--- config.mk ---
export PLATFORM = sky130hd
export DESIGN_NAME = half_step_stepper_command_driver
export DESIGN_NICKNAME = d
export VERILOG_FILES = /design/src/rtl/core/hssd_pkg.sv /design/src/rtl/core/hssd_cmd.sv /design/src/rtl/core/hssd_step.sv /design/src/rtl/core/hssd_outbuf.sv /design/src/rtl/core/half_step_stepper_command_driver.sv
export SDC_FILE = /design/constraint.sdc
export NUM_CORES = 1
export LEC_CHECK = 0
export BUFFER_PORTS_ARGS = -buffer_cell sky130_fd_sc_hd__buf_2
export CAP_MARGIN = 0
export CORE_ASPECT_RATIO = 1.75
export CORE_MARGIN = 8
export CORE_UTILIZATION = 45
export DETAILED_ROUTE_END_ITERATION = 7
export PLACE_DENSITY = 0.6
export SYNTH_ARGS = -nofsm -noshare
export SYNTH_HDL_FRONTEND = slang
export SYNTH_SLANG_ARGS = --single-unit
export TNS_END_PERCENT = 100
--- constraint.sdc ---
create_clock -name clk_i -period 3.7 [get_ports clk_i]
set_clock_uncertainty 0.1 [all_clocks]
set_input_delay 0.37 -clock clk_i [delete_from_list [all_inputs] [get_ports clk_i]]
set_output_delay 0.37 -clock clk_i [all_outputs]
set_load 0.05 [all_outputs]
--- src/rtl/core/hssd_pkg.sv ---
// Shared types and constants for the half-step stepper command driver.
package hssd_pkg;

  // Characters of the serial command set
  localparam logic [7:0] CHAR_NUL    = 8'h00;
  localparam logic [7:0] CHAR_CCW    = 8'h41;  // 'A'
  localparam logic [7:0] CHAR_CW     = 8'h48;  // 'H'
  localparam logic [7:0] CHAR_STOP   = 8'h53;  // 'S'
  localparam logic [7:0] CHAR_DIGIT0 = 8'h30;  // '0'
  localparam logic [7:0] CHAR_DIGIT3 = 8'h33;  // '3'

  // Speed period registers
  localparam int unsigned NUM_SPEEDS = 4;
  localparam int unsigned SPEED_SEL_W = 2;
  localparam int unsigned PERIOD_W = 16;
  localparam int unsigned CFG_INDEX_W = 4;

  typedef enum logic [CFG_INDEX_W-1:0] {
    REG_SPEED_ZERO  = 4'd0,
    REG_SPEED_ONE   = 4'd1,
    REG_SPEED_TWO   = 4'd2,
    REG_SPEED_THREE = 4'd3
  } hssd_reg_e;

  localparam logic [PERIOD_W-1:0] PERIOD_RESET [NUM_SPEEDS] = '{
    16'd1000, 16'd1428, 16'd2500, 16'd10000
  };

  // Half-step coil tables, clockwise order and its reverse
  localparam int unsigned TABLE_LEN = 8;
  localparam int unsigned TABLE_IDX_W = 3;
  localparam int unsigned COIL_W = 4;

  localparam logic [COIL_W-1:0] CW_PATTERN [TABLE_LEN] = '{
    4'h1, 4'h3, 4'h2, 4'h6, 4'h4, 4'hc, 4'h8, 4'h9
  };
  localparam logic [COIL_W-1:0] CCW_PATTERN [TABLE_LEN] = '{
    4'h9, 4'h8, 4'hc, 4'h4, 4'h6, 4'h2, 4'h3, 4'h1
  };

  // Command decode results handed to the step unit
  typedef struct packed {
    logic stop;     // 'S' command completes this word
    logic enable;   // stepping enable after this word
    logic ccw;      // direction after this word
  } hssd_cmd_t;

  // One result word
  typedef struct packed {
    logic [COIL_W-1:0] coil_pattern;
    logic              step_taken;
    logic              echo_valid;
    logic [7:0]        echo_byte;
    logic              running;
  } hssd_result_t;

endpackage

--- src/rtl/core/hssd_cmd.sv ---
// Command parser: pairs received characters, holds direction, enable and speed registers.
module hssd_cmd
  import hssd_pkg::*;
(
  input  logic                   clk_i,
  input  logic                   rst_ni,
  input  logic                   accept_i,
  input  logic                   operation_i,
  input  logic [7:0]             rx_byte_i,
  input  logic                   cfg_valid_i,
  input  logic [CFG_INDEX_W-1:0] cfg_index_i,
  input  logic [PERIOD_W-1:0]    cfg_data_i,
  output hssd_cmd_t              cmd_o,
  output logic [PERIOD_W-1:0]    active_period_o
);

  logic                have_first_q, have_first_d;
  logic [7:0]          first_char_q, first_char_d;
  logic                ccw_q, ccw_d;
  logic                enable_q, enable_d;
  logic [PERIOD_W-1:0] period_q, period_d;
  logic [PERIOD_W-1:0] speed_q [NUM_SPEEDS];

  logic byte_word;
  logic second_char;
  logic is_digit;

  assign byte_word   = accept_i && !operation_i && (rx_byte_i != CHAR_NUL);
  assign second_char = byte_word && have_first_q;
  assign is_digit    = (rx_byte_i >= CHAR_DIGIT0) && (rx_byte_i <= CHAR_DIGIT3);

  // Pairing and command execution
  always_comb begin
    have_first_d = have_first_q;
    first_char_d = first_char_q;
    ccw_d        = ccw_q;
    enable_d     = enable_q;
    period_d     = period_q;
    if (byte_word) begin
      if (!have_first_q) begin
        have_first_d = 1'b1;
        first_char_d = rx_byte_i;
      end else begin
        have_first_d = 1'b0;
        unique case (first_char_q)
          CHAR_CCW: begin
            ccw_d    = 1'b1;
            enable_d = 1'b1;
          end
          CHAR_CW: begin
            ccw_d    = 1'b0;
            enable_d = 1'b1;
          end
          CHAR_STOP: begin
            enable_d = 1'b0;
          end
          default: begin
          end
        endcase
        if (first_char_q != CHAR_STOP && is_digit) begin
          period_d = speed_q[rx_byte_i[SPEED_SEL_W-1:0]];
        end
      end
    end
  end

  assign cmd_o.stop      = second_char && (first_char_q == CHAR_STOP);
  assign cmd_o.enable    = enable_d;
  assign cmd_o.ccw       = ccw_d;
  assign active_period_o = period_q;

  always_ff @(posedge clk_i or negedge rst_ni) begin
    if (!rst_ni) begin
      have_first_q <= 1'b0;
      first_char_q <= CHAR_NUL;
      ccw_q        <= 1'b0;
      enable_q     <= 1'b0;
      period_q     <= '0;
    end else begin
      have_first_q <= have_first_d;
      first_char_q <= first_char_d;
      ccw_q        <= ccw_d;
      enable_q     <= enable_d;
      period_q     <= period_d;
    end
  end

  // Speed period registers, written from the configuration port
  always_ff @(posedge clk_i or negedge rst_ni) begin
    if (!rst_ni) begin
      for (int i = 0; i < NUM_SPEEDS; i++) begin
        speed_q[i] <= PERIOD_RESET[i];
      end
    end else if (cfg_valid_i && cfg_index_i <= REG_SPEED_THREE) begin
      speed_q[cfg_index_i[SPEED_SEL_W-1:0]] <= cfg_data_i;
    end
  end

endmodule

--- src/rtl/core/hssd_step.sv ---
// Step unit: tick counter, pending wrap, step index and coil register.
module hssd_step
  import hssd_pkg::*;
#(
  parameter int unsigned SeqLen = 8
) (
  input  logic                clk_i,
  input  logic                rst_ni,
  input  logic                accept_i,
  input  logic                operation_i,
  input  hssd_cmd_t           cmd_i,
  input  logic [PERIOD_W-1:0] active_period_i,
  output logic [COIL_W-1:0]   coil_o,
  output logic                step_taken_o
);

  localparam int unsigned IdxW = $clog2(SeqLen);

  logic [PERIOD_W-1:0] count_q, count_d;
  logic                wrap_q, wrap_d;
  logic [IdxW-1:0]     idx_q, idx_d;
  logic [COIL_W-1:0]   coil_q, coil_d;

  logic                  wrap_set;
  logic                  wrap_mid;
  logic [IdxW-1:0]       idx_mid;
  logic                  issue;
  logic [TABLE_IDX_W-1:0] tab_idx;

  // Tick counter; a zero period halts it
  always_comb begin
    count_d  = count_q;
    wrap_set = 1'b0;
    if (accept_i && operation_i && active_period_i != '0) begin
      if (count_q == active_period_i) begin
        count_d  = '0;
        wrap_set = 1'b1;
      end else begin
        count_d = count_q + PERIOD_W'(1);
      end
    end
  end

  // Stop command clears the pending wrap and rewinds the sequence
  assign wrap_mid = cmd_i.stop ? 1'b0 : (wrap_q || wrap_set);
  assign idx_mid  = cmd_i.stop ? '0 : idx_q;
  assign issue    = accept_i && cmd_i.enable && wrap_mid;
  assign tab_idx  = TABLE_IDX_W'(idx_mid);

  // Step issue
  always_comb begin
    wrap_d = wrap_q;
    idx_d  = idx_q;
    coil_d = coil_q;
    if (accept_i) begin
      wrap_d = wrap_mid;
      idx_d  = idx_mid;
      if (issue) begin
        wrap_d = 1'b0;
        coil_d = cmd_i.ccw ? CCW_PATTERN[tab_idx] : CW_PATTERN[tab_idx];
        idx_d  = (idx_mid == IdxW'(SeqLen - 1)) ? '0 : idx_mid + IdxW'(1);
      end
    end
  end

  assign coil_o       = coil_d;
  assign step_taken_o = issue;

  always_ff @(posedge clk_i or negedge rst_ni) begin
    if (!rst_ni) begin
      count_q <= '0;
      wrap_q  <= 1'b0;
      idx_q   <= '0;
      coil_q  <= '0;
    end else begin
      count_q <= count_d;
      wrap_q  <= wrap_d;
      idx_q   <= idx_d;
      coil_q  <= coil_d;
    end
  end

  // A stop word leaves the sequence rewound with nothing pending
  assert property (@(posedge clk_i) disable iff (!rst_ni)
    accept_i && cmd_i.stop |=> idx_q == '0 && !wrap_q)
    else $error("step index or wrap not cleared after stop");

endmodule

--- src/rtl/core/hssd_outbuf.sv ---
// Output register with a skid stage so input acceptance waits on the receiver only once the skid is full.
module hssd_outbuf
  import hssd_pkg::*;
(
  input  logic         clk_i,
  input  logic         rst_ni,
  input  logic         push_i,
  input  hssd_result_t data_i,
  output logic         ready_o,
  output logic         valid_o,
  input  logic         ready_i,
  output hssd_result_t data_o
);

  logic         out_valid_q, out_valid_d;
  logic         skid_valid_q, skid_valid_d;
  hssd_result_t out_q, out_d;
  hssd_result_t skid_q, skid_d;

  assign ready_o = !skid_valid_q;

  // Refill the output register from the skid stage first, then from the new word
  always_comb begin
    out_valid_d  = out_valid_q;
    skid_valid_d = skid_valid_q;
    out_d        = out_q;
    skid_d       = skid_q;
    if (!out_valid_q || ready_i) begin
      if (skid_valid_q) begin
        out_d        = skid_q;
        out_valid_d  = 1'b1;
        skid_valid_d = 1'b0;
      end else begin
        out_d       = data_i;
        out_valid_d = push_i;
      end
    end else if (push_i) begin
      skid_d       = data_i;
      skid_valid_d = 1'b1;
    end
  end

  always_ff @(posedge clk_i or negedge rst_ni) begin
    if (!rst_ni) begin
      out_valid_q  <= 1'b0;
      skid_valid_q <= 1'b0;
    end else begin
      out_valid_q  <= out_valid_d;
      skid_valid_q <= skid_valid_d;
    end
  end

  always_ff @(posedge clk_i) begin
    out_q  <= out_d;
    skid_q <= skid_d;
  end

  assign valid_o = out_valid_q;
  assign data_o  = out_q;

  // The skid stage only fills behind a held output word
  assert property (@(posedge clk_i) disable iff (!rst_ni)
    skid_valid_q |-> out_valid_q)
    else $error("skid stage full while output register empty");

endmodule

--- src/rtl/core/half_step_stepper_command_driver.sv ---
// Top level of the half-step stepper command driver.
//
// Input channel (in_valid_i/in_ready_o): one word per received serial byte
// (operation_i = 0, rx_byte_i = character) or per timer tick (operation_i = 1).
// Character pairs form commands: 'H' clockwise run, 'A' counterclockwise run,
// 'S' stop; a second character '0'..'3' picks one of four speed periods.
// Configuration channel (cfg_valid_i/cfg_ready_o): writes speed period
// registers 0..3; cfg_ready_o is always high, other indexes are dropped.
// Output channel (out_valid_o/out_ready_i): exactly one result word per input
// word, in order: coil pattern, step flag, byte echo and run status.
// Results are registered at the output. Throughput is one word per
// cycle while the receiver keeps up; the whole update of counter, command and
// step state is done in the accept cycle between the input ports and the
// output register. When the receiver stalls, one more word is taken into a
// skid stage, then in_ready_o drops until the output register drains.
// Reset clears all control state, stops stepping, halts the counter and
// loads the speed registers with 1000, 1428, 2500 and 10000.
module half_step_stepper_command_driver
  import hssd_pkg::*;
#(
  parameter int unsigned SEQUENCE_LENGTH = 8
) (
  input  logic                   clk_i,
  input  logic                   rst_ni,
  input  logic                   in_valid_i,
  output logic                   in_ready_o,
  input  logic                   operation_i,
  input  logic [7:0]             rx_byte_i,
  input  logic                   cfg_valid_i,
  output logic                   cfg_ready_o,
  input  logic [CFG_INDEX_W-1:0] cfg_index_i,
  input  logic [PERIOD_W-1:0]    cfg_data_i,
  output logic                   out_valid_o,
  input  logic                   out_ready_i,
  output logic [COIL_W-1:0]      coil_pattern_o,
  output logic                   step_taken_o,
  output logic                   echo_valid_o,
  output logic [7:0]             echo_byte_o,
  output logic                   running_o
);

  logic                accept;
  hssd_cmd_t           cmd;
  logic [PERIOD_W-1:0] active_period;
  logic [COIL_W-1:0]   coil;
  logic                step_taken;
  hssd_result_t        result;
  hssd_result_t        result_out;

  assign accept      = in_valid_i && in_ready_o;
  assign cfg_ready_o = 1'b1;

  hssd_cmd u_cmd (
    .clk_i,
    .rst_ni,
    .accept_i        (accept),
    .operation_i,
    .rx_byte_i,
    .cfg_valid_i,
    .cfg_index_i,
    .cfg_data_i,
    .cmd_o           (cmd),
    .active_period_o (active_period)
  );

  hssd_step #(
    .SeqLen (SEQUENCE_LENGTH)
  ) u_step (
    .clk_i,
    .rst_ni,
    .accept_i        (accept),
    .operation_i,
    .cmd_i           (cmd),
    .active_period_i (active_period),
    .coil_o          (coil),
    .step_taken_o    (step_taken)
  );

  // Assemble the result word
  always_comb begin
    result.coil_pattern = coil;
    result.step_taken   = step_taken;
    result.echo_valid   = !operation_i;
    result.echo_byte    = operation_i ? 8'h00 : rx_byte_i;
    result.running      = cmd.enable;
  end

  hssd_outbuf u_outbuf (
    .clk_i,
    .rst_ni,
    .push_i  (accept),
    .data_i  (result),
    .ready_o (in_ready_o),
    .valid_o (out_valid_o),
    .ready_i (out_ready_i),
    .data_o  (result_out)
  );

  assign coil_pattern_o = result_out.coil_pattern;
  assign step_taken_o   = result_out.step_taken;
  assign echo_valid_o   = result_out.echo_valid;
  assign echo_byte_o    = result_out.echo_byte;
  assign running_o      = result_out.running;

  // A step is only ever issued while running
  assert property (@(posedge clk_i) disable iff (!rst_ni)
    out_valid_o && step_taken_o |-> running_o)
    else $error("step issued while stopped");

endmodule

-- Word level (Yosys, flattened, before mapping)
Memories as Yosys holds them, arrays and structs flattened.
Cells that the tools add are included.
- $add $sub $neg: 2
- order comparisons: 7
- equal/unequal tests: 6
- mux-type cells: 33
- bitwise operators: 5
- reductions and logical operators: 25
- operators with widths (operator ; number):
    64-bit bitwise mux ; 1
    16-bit 2-to-1 mux ; 4
    16-bit binary-select mux with 2-bit select ; 1
    16-bit demux with 2-bit select ; 1
    4-bit 2-to-1 mux ; 7
    8-bit by 7-bit == test with 1-bit output, second input constant ; 3
    16-bit by 1-bit adder with 16-bit output, second input constant ; 1
    16-bit == test ; 1
    16-bit nonzero test ; 1
    15-bit 2-to-1 mux ; 1
    1-bit logical AND ; 13
    1-bit 2-to-1 mux ; 12
    3-bit 2-to-1 mux ; 3
    8-bit by 6-bit >= comparator with 1-bit output, second input constant ; 1
    8-bit by 6-bit <= comparator with 1-bit output, second input constant ; 1
    8-bit 2-to-1 mux ; 1
    8-bit by 7-bit inequality test with 1-bit output, second input constant ; 1
    8-bit nonzero test ; 1
    3-bit >= comparator, second input constant ; 2
    2-bit inverter with 3-bit output ; 2
    4-bit >= comparator, second input constant ; 1
    4-bit by 2-bit <= comparator with 1-bit output, second input constant ; 1
    3-bit inverter with 4-bit output ; 1
    1-bit one-hot mux with 2 select lines ; 2
    10 further kinds ; 15
- bits in registers: 147
- memory bits (read-only): 64
- input port bits: 34
- output and inout bits: 18
- word-level logic and storage cells: 105
- memories: 2
- memory list (name ; words ; width ; rd ports ; clocked after memory_dff ; write ports ; line ; RTL):
    (name not given) ; 8 ; 4 ; 1 ; 0 ; 0 ; hssd_step.sv:60 ; coil_d = cmd_i.ccw ? CCW_PATTERN[tab_idx] : CW_PATTERN[tab_idx];
    (name not given) ; 8 ; 4 ; 1 ; 0 ; 0 ; hssd_step.sv:60 ;

-- Longest topological paths before layout
Gate-level depths: netlist of run 1.
- depth in word-level cells: 15
- gate-level depth with buffers: 13
- mapped depth without buffers: 12

-- Hierarchy
From an unflattened synthesis of run 1, not the netlist that was laid out.
- cell total of the unflattened synthesis: 476
- area, all modules: 6965.4 um2
- by module, submodules not included (module ; times used ; cells each ; area an instance (um2) ; seq. area each (um2)):
    hssd_cmd ; 1 ; 237 ; 4065.1 ; 2303.5
    hssd_step ; 1 ; 171 ; 1619.1 ; 600.6
    hssd_outbuf ; 1 ; 56 ; 1209.9 ; 950.9
    half_step_stepper_command_driver ; 1 ; 12 ; 71.3 ; 0.0

-- Worst setup path before layout of run 1
OpenSTA, ideal clock, no wires.
- path kind: input -> register
- start point: in rx_byte_i[1]
- end point: reg u_outbuf.out_q (netlist bit u_outbuf.data_o[14]), data pin
- arrival time: 2601 ps
- required time: 3341 ps
- path slack: 740 ps
- cell stages on the path: 12
- cells stage by stage: buf_2 or4_4 o211a_1 nand2_1 nand2_1 inv_1 ha_1 inv_1 ha_1 mux2i_1 nor2b_4 a211o_1
- cells in the longest elaborated chain, start to end: 13
- elaborated cells between the ends (all ways): 21
- those cells by class: mux: 12; bitwise: 1; reduce/logical: 6; memory: 2
- RTL lines (item ; line ; RTL):
    start, declared ; half_step_stepper_command_driver.sv:28 ; input logic [7:0] rx_byte_i,
    8-bit nonzero test * ; hssd_cmd.sv:28 ; assign byte_word = accept_i && !operation_i && (rx_byte_i != CHAR_NUL);
    1-bit logical AND * ; hssd_cmd.sv:28 ;
    1-bit logical AND ; hssd_cmd.sv:29 ; assign second_char = byte_word && have_first_q;
    1-bit logical AND ; hssd_cmd.sv:67 ; assign cmd_o.stop = second_char && (first_char_q == CHAR_STOP);
    3-bit 2-to-1 mux ; hssd_step.sv:46 ; assign idx_mid = cmd_i.stop ? '0 : idx_q;
    3-bit inverter with 4-bit output (implied by the code) ; hssd_step.sv:60 ;
    memory 8 x 4 bit ; -- ;
    4-bit 2-to-1 mux (implied by the code) (2 in a row) ; hssd_step.sv:60 ;
    4-bit 2-to-1 mux ; hssd_step.sv:60 ;
    4-bit 2-to-1 mux * ; hssd_step.sv:58 ; if (issue) begin
    4-bit 2-to-1 mux * ; hssd_step.sv:55 ; if (accept_i) begin
    15-bit 2-to-1 mux * ; hssd_outbuf.sv:29 ; if (skid_valid_q) begin
    end signal, assigned ; hssd_outbuf.sv:54 ; out_q <= out_d;
    end, declared ; hssd_outbuf.sv:17 ; hssd_result_t out_q, out_d;
Every way passes the cells marked *; elsewhere a longest branch is shown, timed or not. The select of a mux whose other input is x is not followed.
A chain may end at the register's enable or synchronous reset.

-- Final worst setup path of run 1
- start point: reg u_cmd.first_char_q[2]
- end point: reg u_outbuf.out_q (netlist bit u_outbuf.data_o[13]), data pin
- cells in the longest elaborated chain, start to end: 11
- elaborated cells between the ends (all ways): 26
- those cells by class: eq/ne: 3; mux: 16; bitwise: 1; reduce/logical: 4; memory: 2
- RTL lines (item ; line ; RTL):
    start, declared ; hssd_cmd.sv:18 ; logic [7:0] first_char_q, first_char_d;
    start signal, assigned ; hssd_cmd.sv:81 ; first_char_q <= first_char_d;
    8-bit by 7-bit == test with 1-bit output ; hssd_cmd.sv:45, hssd_cmd.sv:67 ;
    1-bit logical AND ; hssd_cmd.sv:67 ;
    3-bit 2-to-1 mux ; hssd_step.sv:46 ;
    3-bit inverter with 4-bit output (implied by the code) ; hssd_step.sv:60 ;
    memory 8 x 4 bit ; -- ;
    4-bit 2-to-1 mux (implied by the code) (2 in a row) ; hssd_step.sv:60 ;
    4-bit 2-to-1 mux ; hssd_step.sv:60 ;
    4-bit 2-to-1 mux * ; hssd_step.sv:58 ;
    4-bit 2-to-1 mux * ; hssd_step.sv:55 ;
    15-bit 2-to-1 mux * ; hssd_outbuf.sv:29 ;
Marks and branches as above.

==> summary.txt, run 1 <==
Synth
  – Asr flop ratio synth: between 70% and 80%
  – Synth top area share: between 30% and 40%
  – Net Count, Synth: roughly 520
  – Average size of a mapped cell: approximately 14 µm²
  – Top cells by area, synth: dfrtp_1, mux2_2, edfxtp_1
  – YS warnings: 0
  – Count of cell types in the netlist: between 50 and 60
  – Post-synth top cells: dfrtp_1, mux2_2, edfxtp_1, nand2_1, nor2_1
  – Ys flop type: dfrtp_1
  – Post-synth EDFFs: 30
  – Part of the Yosys area used for sequential elements: between 50% and 60%
  – Cell accounting for the most synthesized area: dfrtp_1
  – #FFs+latches synth: 147
  – Post-Synthesis Cells: just under 500
  – Cell Area, Synth: 0.00673 mm²

Drt
  – WL per Instance: 17.9 µm
  – Routed vias/inst: approximately 5.5
  – Drt drc: 0
  – Post-route antenna net violation count: 0
  – 1st-pass router iterations: 4
  – DR iter-0 viols: between 100 and 150
  – DRT Wirelength: 13,200 µm
  – Via count: about 4,100

Clock network
  – CTS root buf: clkbuf_16
  – Post-CTS Setup Repair Bufs: 0
  – Clk_lat worst skew: about 0.41 ns
  – CTS tree: done
  – Max clock buf depth: 2
  – Post-CTS Hold Buffers: 1
  – Htree depth: 4
  – Sink count of the clock tree: ~150
  – CTS Buf Count: 17
  – Resized Gates After CTS: 0
  – Clock transition at path regs: approximately 0.060 ns

Final layout
  – Area Overhead vs Synth: 16.2%
  – ANT cells: 0
  – Post-route cell area: approximately 0.0078 mm²
  – Nets: approximately 580
  – Share of cells above drive strength 1: 41.5%

Worst setup path
  – CP Max Fanout: 7
  – Arr. time, crit path: 3.10 ns
  – Setup crit start kind: flip-flop
  – R2R setup slack: between 0.6 and 0.7 ns
  – CP Class: flip-flop to flip-flop
  – Critical Path RT: between 3 and 4 ns
  – CP endpoint kind: flip-flop

Floorplan
  – IO Pins: 52
  – Total Die Area: 0.0193 mm²
  – Core Box Area: between 0.01 and 0.015 mm²
  – Initial Util: approximately 46%
  – Die span in y: 178 µm
  – FP Rows: about 60
  – Die width: 108 µm

GRT
  – Total gr overflow: 0
  – Initial antenna violation count: 0
  – Largest net degree at the start of global routing: about 120
  – Total track usage: approximately 15%
  – First-pass GRT wire length: ~22,000 µm
  – Vias in the first global route: around 4,400

Timing
  – Final worst-path cycle share: a little over 80%
  – Slew @ Worst Pin: slightly below 1 ns
  – Final slew viol count: 0
  – Final setup TNS: 0 ns
  – Endpoints failing setup: 0
  – Minimum clock period: 3.04 ns
  – FMAX: roughly 330 MHz
  – Hold Fails Final Rpt: 0
  – Unrepaired setup endpoints after global routing: false
  – Headroom to the max-slew limit: between 30 and 40%

Flow run
  – Maxcap violations: 0

Pwr
  – Total power draw: around 4600 µW
  – IR drop worst, VDD: roughly 0.32 mV
  – Pwr dens: about 600 mW/mm²
  – Leakage: between 0.003 and 0.004 µW

Run status
  – Outcome: finished clean

Placement
  – Placed instance area: 0.00721 mm²
  – Post-DP HPWL: between 9000 and 10,000 µm
  – IO buf count: 50
  – Placer Congestion: between 0.7 and 0.8

Min path
  – Type of the tightest min-delay check: input pin to flip-flop
==> where the power goes <==
group / leakage [µW] / switching (µW) / internal [µW]
logic: 0.00138 / 328 / 363
clock network: 0.000292 / 691 / 1070
registers: 0.00174 / 168 / 1970
total: 0.00341 / 1190 / 3400
==> worst paths after layout <==
kind                                       start                     to  cells past startpoint
max                        u_cmd.first_char_q[2]    u_outbuf.data_o[13]                     12
min                                 rx_byte_i[2]  u_cmd.first_char_q[2]                      2
max reg2reg                u_cmd.first_char_q[2]    u_outbuf.data_o[13]                     12
min reg2reg                    u_cmd.speed_q[15]      u_cmd.speed_q[15]                      1
max in group asynchronous                 rst_ni       u_cmd.speed_q[0]                      3
min in group asynchronous                 rst_ni      u_cmd.speed_q[61]                      3
==> kinds of logic (layout without fill, tap and decap cells) <==
kind of cell             Yosys count  in the layout  synth area share [%]
XOR/XNOR                          27             27                  3.51
AO/OA/AOI/OAI                     41             41                  4.41
AND/OR/NAND/NOR                  115            115                  9.24
flip-flops                       147            147                  57.3
other                              1              1                0.0557
multiplexers                     116            116                  22.4
adder cells (fa/ha/maj)            5              5                 0.930
buffers and inverters             31            105                  2.16
==> worst max-delay path: stages, from the launching register on <==
cell     delay, ns
dfrtp_1       0.39
nor4b_2       0.48
and4_1        0.30
nand2_1       0.18
nand2_1       0.18
inv_1         0.08
ha_1          0.21
inv_1         0.11
nor3_1        0.07
a31o_2        0.22
a31oi_1       0.16
o311a_1       0.23
o31ai_2       0.08
==> final cells by class <==
| class | instances | area [µm²] |
|---|---|---|
| fillers | 1321 | 6940 |
| flip-flops and latches | 147 | 3850 |
| multi-input cells | 305 | 2750 |
| clock buffers | 17 | 425 |
| repair buffers | 60 | 343 |
| well taps | 183 | 229 |
| clock inverters | 15 | 175 |
| inverters | 13 | 48.8 |
==> cell usage in the layout, fill, tap and decap left out, types with 7 or more instances in the layout <==
cell       netlist  final
a21oi_1          7      7
buf_2            2     49
buf_4            3      9
clkbuf_16        0     17
dfrtp_1         96     96
dfstp_2         21     21
edfxtp_1        30     30
inv_1           12     12
mux2_2          96     96
mux4_2          10     10
nand2_1         30     30
nand4_1          7      7
nor2_1          23     23
nor2b_1         10     10
o21ai_0         12     12
xnor2_1         20     20
xor2_1           7      7
==> sequential cells by signal, indices dropped and copies added (netlist names), 3 cells and up <==
| signal | flops |
|---|---|
| u_cmd.first_char_q | 8 |
| u_cmd.active_period_o | 16 |
| u_step.coil_q | 4 |
| u_outbuf.skid_q | 15 |
| u_outbuf.data_o | 15 |
| u_cmd.speed_q | 64 |
| u_step.count_q | 16 |
| u_step.idx_q | 3 |
==> stage by stage <==
stage	util [%]	cells	setup WS (ns)	hold WS (ns)
2_1_floorplan	-	483	0.740	-0.0256
3_3_place_gp	48.8	707	0.489	0.380
3_5_place_dp	48.8	707	0.390	0.392
4_1_cts	53.0	740	0.676	0.0970
5_1_grt	53.0	740	0.472	0.107
6_report	53.0	740	0.662	0.111
==> metal layers <==
metal,vias to the layer above,track usage [%],routed length [µm]
met5,-,0,0
met4,0,6.54,286
met3,19,3.64,454
met2,64,26.3,7310
met1,2085,15.8,5160
li1,1890,-,-
(Power assumes the default switching activity.)
==> inputs of run 2 (changes only) <==
==> constraint.sdc (replaced) <==
create_clock -name clk_i -period 3 [get_ports clk_i]
set_clock_uncertainty 0.1 [all_clocks]
set_input_delay 0.3 -clock clk_i [delete_from_list [all_inputs] [get_ports clk_i]]
set_output_delay 0.3 -clock clk_i [all_outputs]
set_load 0.05 [all_outputs]
==> summary.txt, run 2 (synthesized netlist as in run 1, its figures left out) <==
Run status
  – Outcome: finished clean

Drt
  – Drt drc: 0
  – Met1 wire length: 5170 µm
  – Met2 routed WL: approximately 7700 µm
  – Via count: about 4,000
  – Post-route antenna net violation count: 0
  – 1st-pass router iterations: 4
  – DR iter-0 viols: between 100 and 150
  – Top sig layer: met4
  – WL per Instance: ~18 µm
  – DRT Wirelength: approximately 14,000 µm
  – Routed vias/inst: between 5 and 6
  – Met3 Routed Length: around 500 µm

Min path
  – Type of the tightest min-delay check: input pin to flip-flop

Clock network
  – Htree depth: 4
  – CTS Buf Count: 17
  – Clk_lat worst skew: 0.42 ns
  – CTS tree: done
  – Clock transition at path regs: 0.06 ns
  – Sink count of the clock tree: roughly 150
  – Post-CTS Setup Repair Bufs: 0
  – CTS root buf: clkbuf_16
  – Max clock buf depth: 2

Floorplan
  – FP Rows: between 50 and 60
  – Core Box Area: roughly 0.015 mm²
  – Die width: 108 µm
  – Total Die Area: around 0.019 mm²
  – Die span in y: between 150 and 200 µm
  – Initial Util: between 40% and 50%
  – IO Pins: 52

Timing
  – Endpoints failing setup: 0
  – Hold Fails Final Rpt: 0
  – Headroom to the max-slew limit: a little under half
  – Final slew viol count: 0
  – FMAX: approximately 360 MHz
  – Final setup TNS: 0 ns
  – Unrepaired setup endpoints after global routing: false
  – Min Hold Slack: roughly 0.039 ns
  – Slew @ Worst Pin: 0.822 ns
  – Minimum clock period: ~2.8 ns
  – Final worst-path cycle share: between 90% and 100%

Worst setup path
  – CP max-delay cell: dfrtp_1
  – CP endpoint kind: flip-flop
  – CP Max Fanout: 5
  – Arr. time, crit path: roughly 2.9 ns
  – Crit path cell chain: nor4b_4 -> and4_1 -> nand2_1 -> nand2_1 -> inv_1 -> ha_1 -> inv_1 -> nor3_1 -> a31o_2 -> a31oi_1 -> o311a_1 -> o31ai_2
  – Setup crit start kind: flip-flop
  – CP Class: flip-flop to flip-flop
  – CP max stage delay: approximately 0.40 ns
  – Critical Path RT: 3.07 ns

Pwr
  – IR drop worst, VDD: around 0.43 mV
  – Pwr dens: ~700 mW/mm²
  – Leakage: roughly 0.0035 µW

Final layout
  – Commonest cells after routing, fill and taps aside: mux2_2, dfrtp_1, buf_2
  – Area Overhead vs Synth: 18.9%
  – Share of cells above drive strength 1: between 40% and 50%
  – Nets: roughly 600
  – Most flop-heavy register: u_cmd.speed_q
  – ANT cells: 0
  – Number of flip-flops in the largest register: 64

Placement
  – IO buf count: 50
  – Placer Congestion: about 0.80
  – Post-DP HPWL: around 9800 µm

GRT
  – First-pass GRT wire length: ~23,000 µm
  – Total track usage: approximately 15%
  – Initial antenna violation count: 0
  – Total gr overflow: 0
  – Vias in the first global route: between 4,000 and 5,000
  – Largest net degree at the start of global routing: just over 50

Flow run
  – Maxcap violations: 0
[run 2: changes by cell type in the layout (fill, tap and decap cells not counted), sizes merged]
cell	change
clkinv	+1
clkinvlp	-1
buf	+20
[run 2: critical path, delay by kind of cell (launching register included)]
kind	cells	cell delay, ns
compound gates	4	0.68
flops	1	0.40
buf+inv	2	0.18
simple gates	5	0.95
fa+ha+maj	1	0.19
[run 2: stage by stage]
| stage | instance area, µm² | instances | util [%] | power (µW) | setup slack [ns] |
|---|---|---|---|---|---|
| floorplan | 6730 | 483 | - | 3270 | 0.110 |
| global placement | 7350 | 727 | 49.8 | 3510 | 0.00800 |
| detailed placement | 7350 | 727 | 49.8 | 3560 | -0.0156 |
| CTS | 7990 | 760 | 54.1 | 5810 | 0.167 |
| global route | 8000 | 760 | 54.2 | 6020 | 0.0284 |
| finish | 8000 | 760 | 54.2 | 5750 | 0.206 |
[run 2: path summary, 6_finish.rpt]
| kind | startpoint | to | slack (ns) | cells past startpoint |
|---|---|---|---|---|
| worst max-delay path | u_cmd.first_char_q[2] | u_outbuf.data_o[13] | 0.21 | 12 |
| worst min-delay path | in_valid_i | u_outbuf.valid_o | 0.04 | 3 |
| min in group asynchronous | rst_ni | u_step.idx_q[2] | 0.37 | 2 |
| max in group asynchronous | rst_ni | u_cmd.speed_q[34] | 1.59 | 3 |
| worst max register to register | u_cmd.first_char_q[2] | u_outbuf.data_o[13] | 0.21 | 12 |
| worst min register to register | u_cmd.speed_q[37] | u_cmd.speed_q[37] | 0.40 | 1 |
[run 2: what timing repair did]
action                                  in CTS  in global routing
endpoints found under the hold margin       41                  0
hold buffers                                 1                  0
endpoints found under the setup margin       0                  2
resized for setup                            0                  3
[run 2: report_power, final]
| group | leakage (µW) | total, µW | internal (µW) | switching [µW] |
|---|---|---|---|---|
| sequential | 0.00174 | 2650 | 2430 | 217 |
| combinational | 0.00148 | 885 | 470 | 415 |
| clock | 0.000304 | 2220 | 1340 | 887 |
[run 2: layout make-up]
class                      instances  area, µm²
inverter                          13       48.8
sequential                       147       3850
clock buffer                      17        425
fill                            1268       6760
tap                              183        229
multi-input combinational        305       2760
clock inverter                    15        198
timing repair buffer              80        493
[run 2: layer usage]
layer,up-vias,global-route usage [%]
met4,0,5.97
met1,2098,15.2
met3,18,3.82
li1,1924,-
met5,-,0
met2,70,28.8
==> inputs of run 3 (changes only) <==
--- a/config.mk
+++ b/config.mk
@@ -12,6 +12,7 @@
 export CORE_UTILIZATION = 45
 export DETAILED_ROUTE_END_ITERATION = 7
 export PLACE_DENSITY = 0.6
+export RECOVER_POWER = 100
 export SYNTH_ARGS = -nofsm -noshare
 export SYNTH_HDL_FRONTEND = slang
 export SYNTH_SLANG_ARGS = --single-unit
==> summary.txt, run 3 (synthesized netlist as in run 1, its figures left out) <==
Run status
  – Outcome: finished clean

Final layout
  – Most flop-heavy register: u_cmd.speed_q
  – Nets: around 600
  – Share of cells above drive strength 1: between 30% and 40%
  – ANT cells: 0
  – Final Non-Filler Cells: 760
  – Area Overhead vs Synth: 17.3%
  – Number of flip-flops in the largest register: 64
  – Commonest cells after routing, fill and taps aside: mux2_2, dfrtp_1, clkbuf_1

Worst setup path
  – CP Class: flip-flop to flip-flop
  – CP endpoint kind: flip-flop
  – CP Max Fanout: 5
  – Family with the most delay on the worst path: simple AND/OR/NAND/NOR gates
  – R2R Path Start: u_cmd.first_char_q[2]
  – CP max-delay cell: dfrtp_1
  – Arr. time, crit path: between 2 and 3 ns
  – FF-to-FF End: u_outbuf.data_o[13]
  – R2R setup slack: about 0.23 ns
  – Crit path cell chain: nor4b_4 -> and4_1 -> nand2_1 -> nand2_1 -> inv_1 -> ha_1 -> inv_1 -> nor3_1 -> a31o_2 -> a31oi_1 -> o311a_1 -> o31ai_1
  – WP buf/inv: 2
  – Critical path depth: 12
  – Setup crit start kind: flip-flop
  – CP max stage delay: around 0.40 ns
  – R2R cell count: 12
  – Critical Path RT: roughly 3 ns
  – Crit path launch: u_cmd.first_char_q[2]

GRT
  – Grt met1 use: 15.2%
  – Vias in the first global route: 4,543
  – Layer with the highest usage: met2
  – Initial antenna violation count: 0
  – Met2 usage: between 20% and 30%
  – First-pass GRT wire length: approximately 23,000 µm
  – Total track usage: between 15 and 20%
  – Met3 Usage GRT: about 3.8%
  – Largest net degree at the start of global routing: 51
  – Total gr overflow: 0

Min path
  – Worst Hold Path Cells: 3
  – Hold path start: in_valid_i
  – Type of the tightest min-delay check: input pin to flip-flop
  – Hold Path Sink: u_outbuf.valid_o

Clock network
  – Clk_lat worst skew: ~0.41 ns
  – Sink count of the clock tree: 147
  – Htree depth: 4
  – CTS root buf: clkbuf_16
  – CTS Buf Count: 17
  – Clock transition at path regs: approximately 0.06 ns
  – Max clock buf depth: 2
  – Post-CTS Setup Repair Bufs: 0
  – CTS tree: done

Drt
  – Via count: 4,104
  – Drt drc: 0
  – Routed vias/inst: ~5.4
  – 1st-pass router iterations: 5
  – DRT Wirelength: roughly 14,000 µm
  – DR iter-0 viols: 129
  – WL per Instance: approximately 18 µm
  – Post-route antenna net violation count: 0

Pwr
  – Leakage: ~0.0034 µW
  – Sw frac: 26.4%
  – Total power draw: 5740 µW
  – Pwr dens: 726 mW/mm²
  – IR drop worst, VDD: 0.428 mV
  – Sequential Power Share: 46.1%
  – Combinational group share of total power: between 10% and 20%
  – Clock network power share: around two fifths
  – Net load switching power: roughly 1500 µW
  – Int Pwr: 4220 µW

Floorplan
  – Initial Util: 45.6%
  – IO Pins: between 50 and 60
  – FP Rows: 59
  – Total Die Area: 0.0193 mm²
  – Core Box Area: about 0.015 mm²
  – Die span in y: ~180 µm
  – Die width: 108 µm

Placement
  – IO buf count: 50
  – DP Cell Count: slightly above 700
  – Placer Congestion: 0.801
  – Post-place setup slack: -0.0156 ns
  – Post-DP HPWL: approximately 9800 µm

Timing
  – Fin worst setup slack: between 0.2 and 0.25 ns
  – Headroom to the max-slew limit: between 10% and 20%
  – Minimum clock period: 2.77 ns
  – Slew @ Worst Pin: approximately 1.3 ns
  – Unrepaired setup endpoints after global routing: false
  – Endpoints failing setup: 0
  – Hold Fails Final Rpt: 0
  – Final worst-path cycle share: between 90% and 100%
  – FMAX: 360 MHz
  – Final slew viol count: 0
  – Final setup TNS: 0 ns

Flow run
  – Maxcap violations: 0
run 3: cell count changes in the layout (fill, tap and decap cells not counted), moves of 2 or more:
| cell | previous run | this run |
|---|---|---|
| clkbuf_1 | 0 | 33 |
| buf_2 | 49 | 31 |
| buf_4 | 29 | 11 |
| and2_0 | 0 | 2 |
| and2_1 | 3 | 1 |
| clkbuf_2 | 0 | 2 |
| o31ai_1 | 1 | 3 |
| o31ai_2 | 2 | 0 |
run 3: how the worst max path moves through the flow:
stage / to
after floorplan: u_outbuf.data_o[14]
after global placement: u_outbuf.data_o[14]
after detailed placement: u_outbuf.data_o[14]
after CTS: u_outbuf.data_o[13]
after global routing: u_outbuf.data_o[13]
final: u_outbuf.data_o[13]
run 3: worst register-to-register path: cells and delay by family (launching register included):
kind | cells | cell delay (ns)
compound gates | 4 | 0.68
fa+ha+maj | 1 | 0.19
buf+inv | 2 | 0.18
flops | 1 | 0.40
simple gates | 5 | 0.96
run 3: timing repair:
action | in CTS | in global routing
endpoints found under the hold margin | 41 | 0
hold buffers | 1 | 0
endpoints found under the setup margin | 0 | 2
resized for setup | 0 | 3
run 3: layout make-up:
| class | count | area (µm²) |
|---|---|---|
| Inverter | 13 | 48.8 |
| Clock buffer | 17 | 425 |
| Multi-Input combinational cell | 305 | 2730 |
| Clock inverter | 15 | 198 |
| Timing Repair Buffer | 80 | 409 |
| Sequential cell | 147 | 3850 |
| Fill cell | 1286 | 6870 |
| Tap cell | 183 | 229 |
run 3: metrics by stage:
| step | hold WS (ns) | util (%) | area [µm²] |
|---|---|---|---|
| 2_1_floorplan | -0.0956 | - | 6730 |
| 3_3_place_gp | 0.279 | 49.8 | 7350 |
| 3_5_place_dp | 0.287 | 49.8 | 7350 |
| 4_1_cts | 0.0249 | 54.1 | 7990 |
| 5_1_grt | 0.0433 | 53.5 | 7900 |
| 6_report | 0.0411 | 53.5 | 7900 |
run 3: power by group through the flow:
stage          clock network, µW  registers [µW]  logic (µW)
2_1_floorplan                  0            2690         583
3_3_place_gp                   0            2640         863
3_5_place_dp                   0            2670         892
4_1_cts                     2280            2640         896
5_1_grt                     2360            2690         950
6_report                    2220            2650         868
run 3: metal layers:
metal  part of all wire (%)  routed length [µm]
met5                      0                   0
met4                    1.8                 247
met3                    3.7                 503
met2                     56                7680
met1                     38                5220
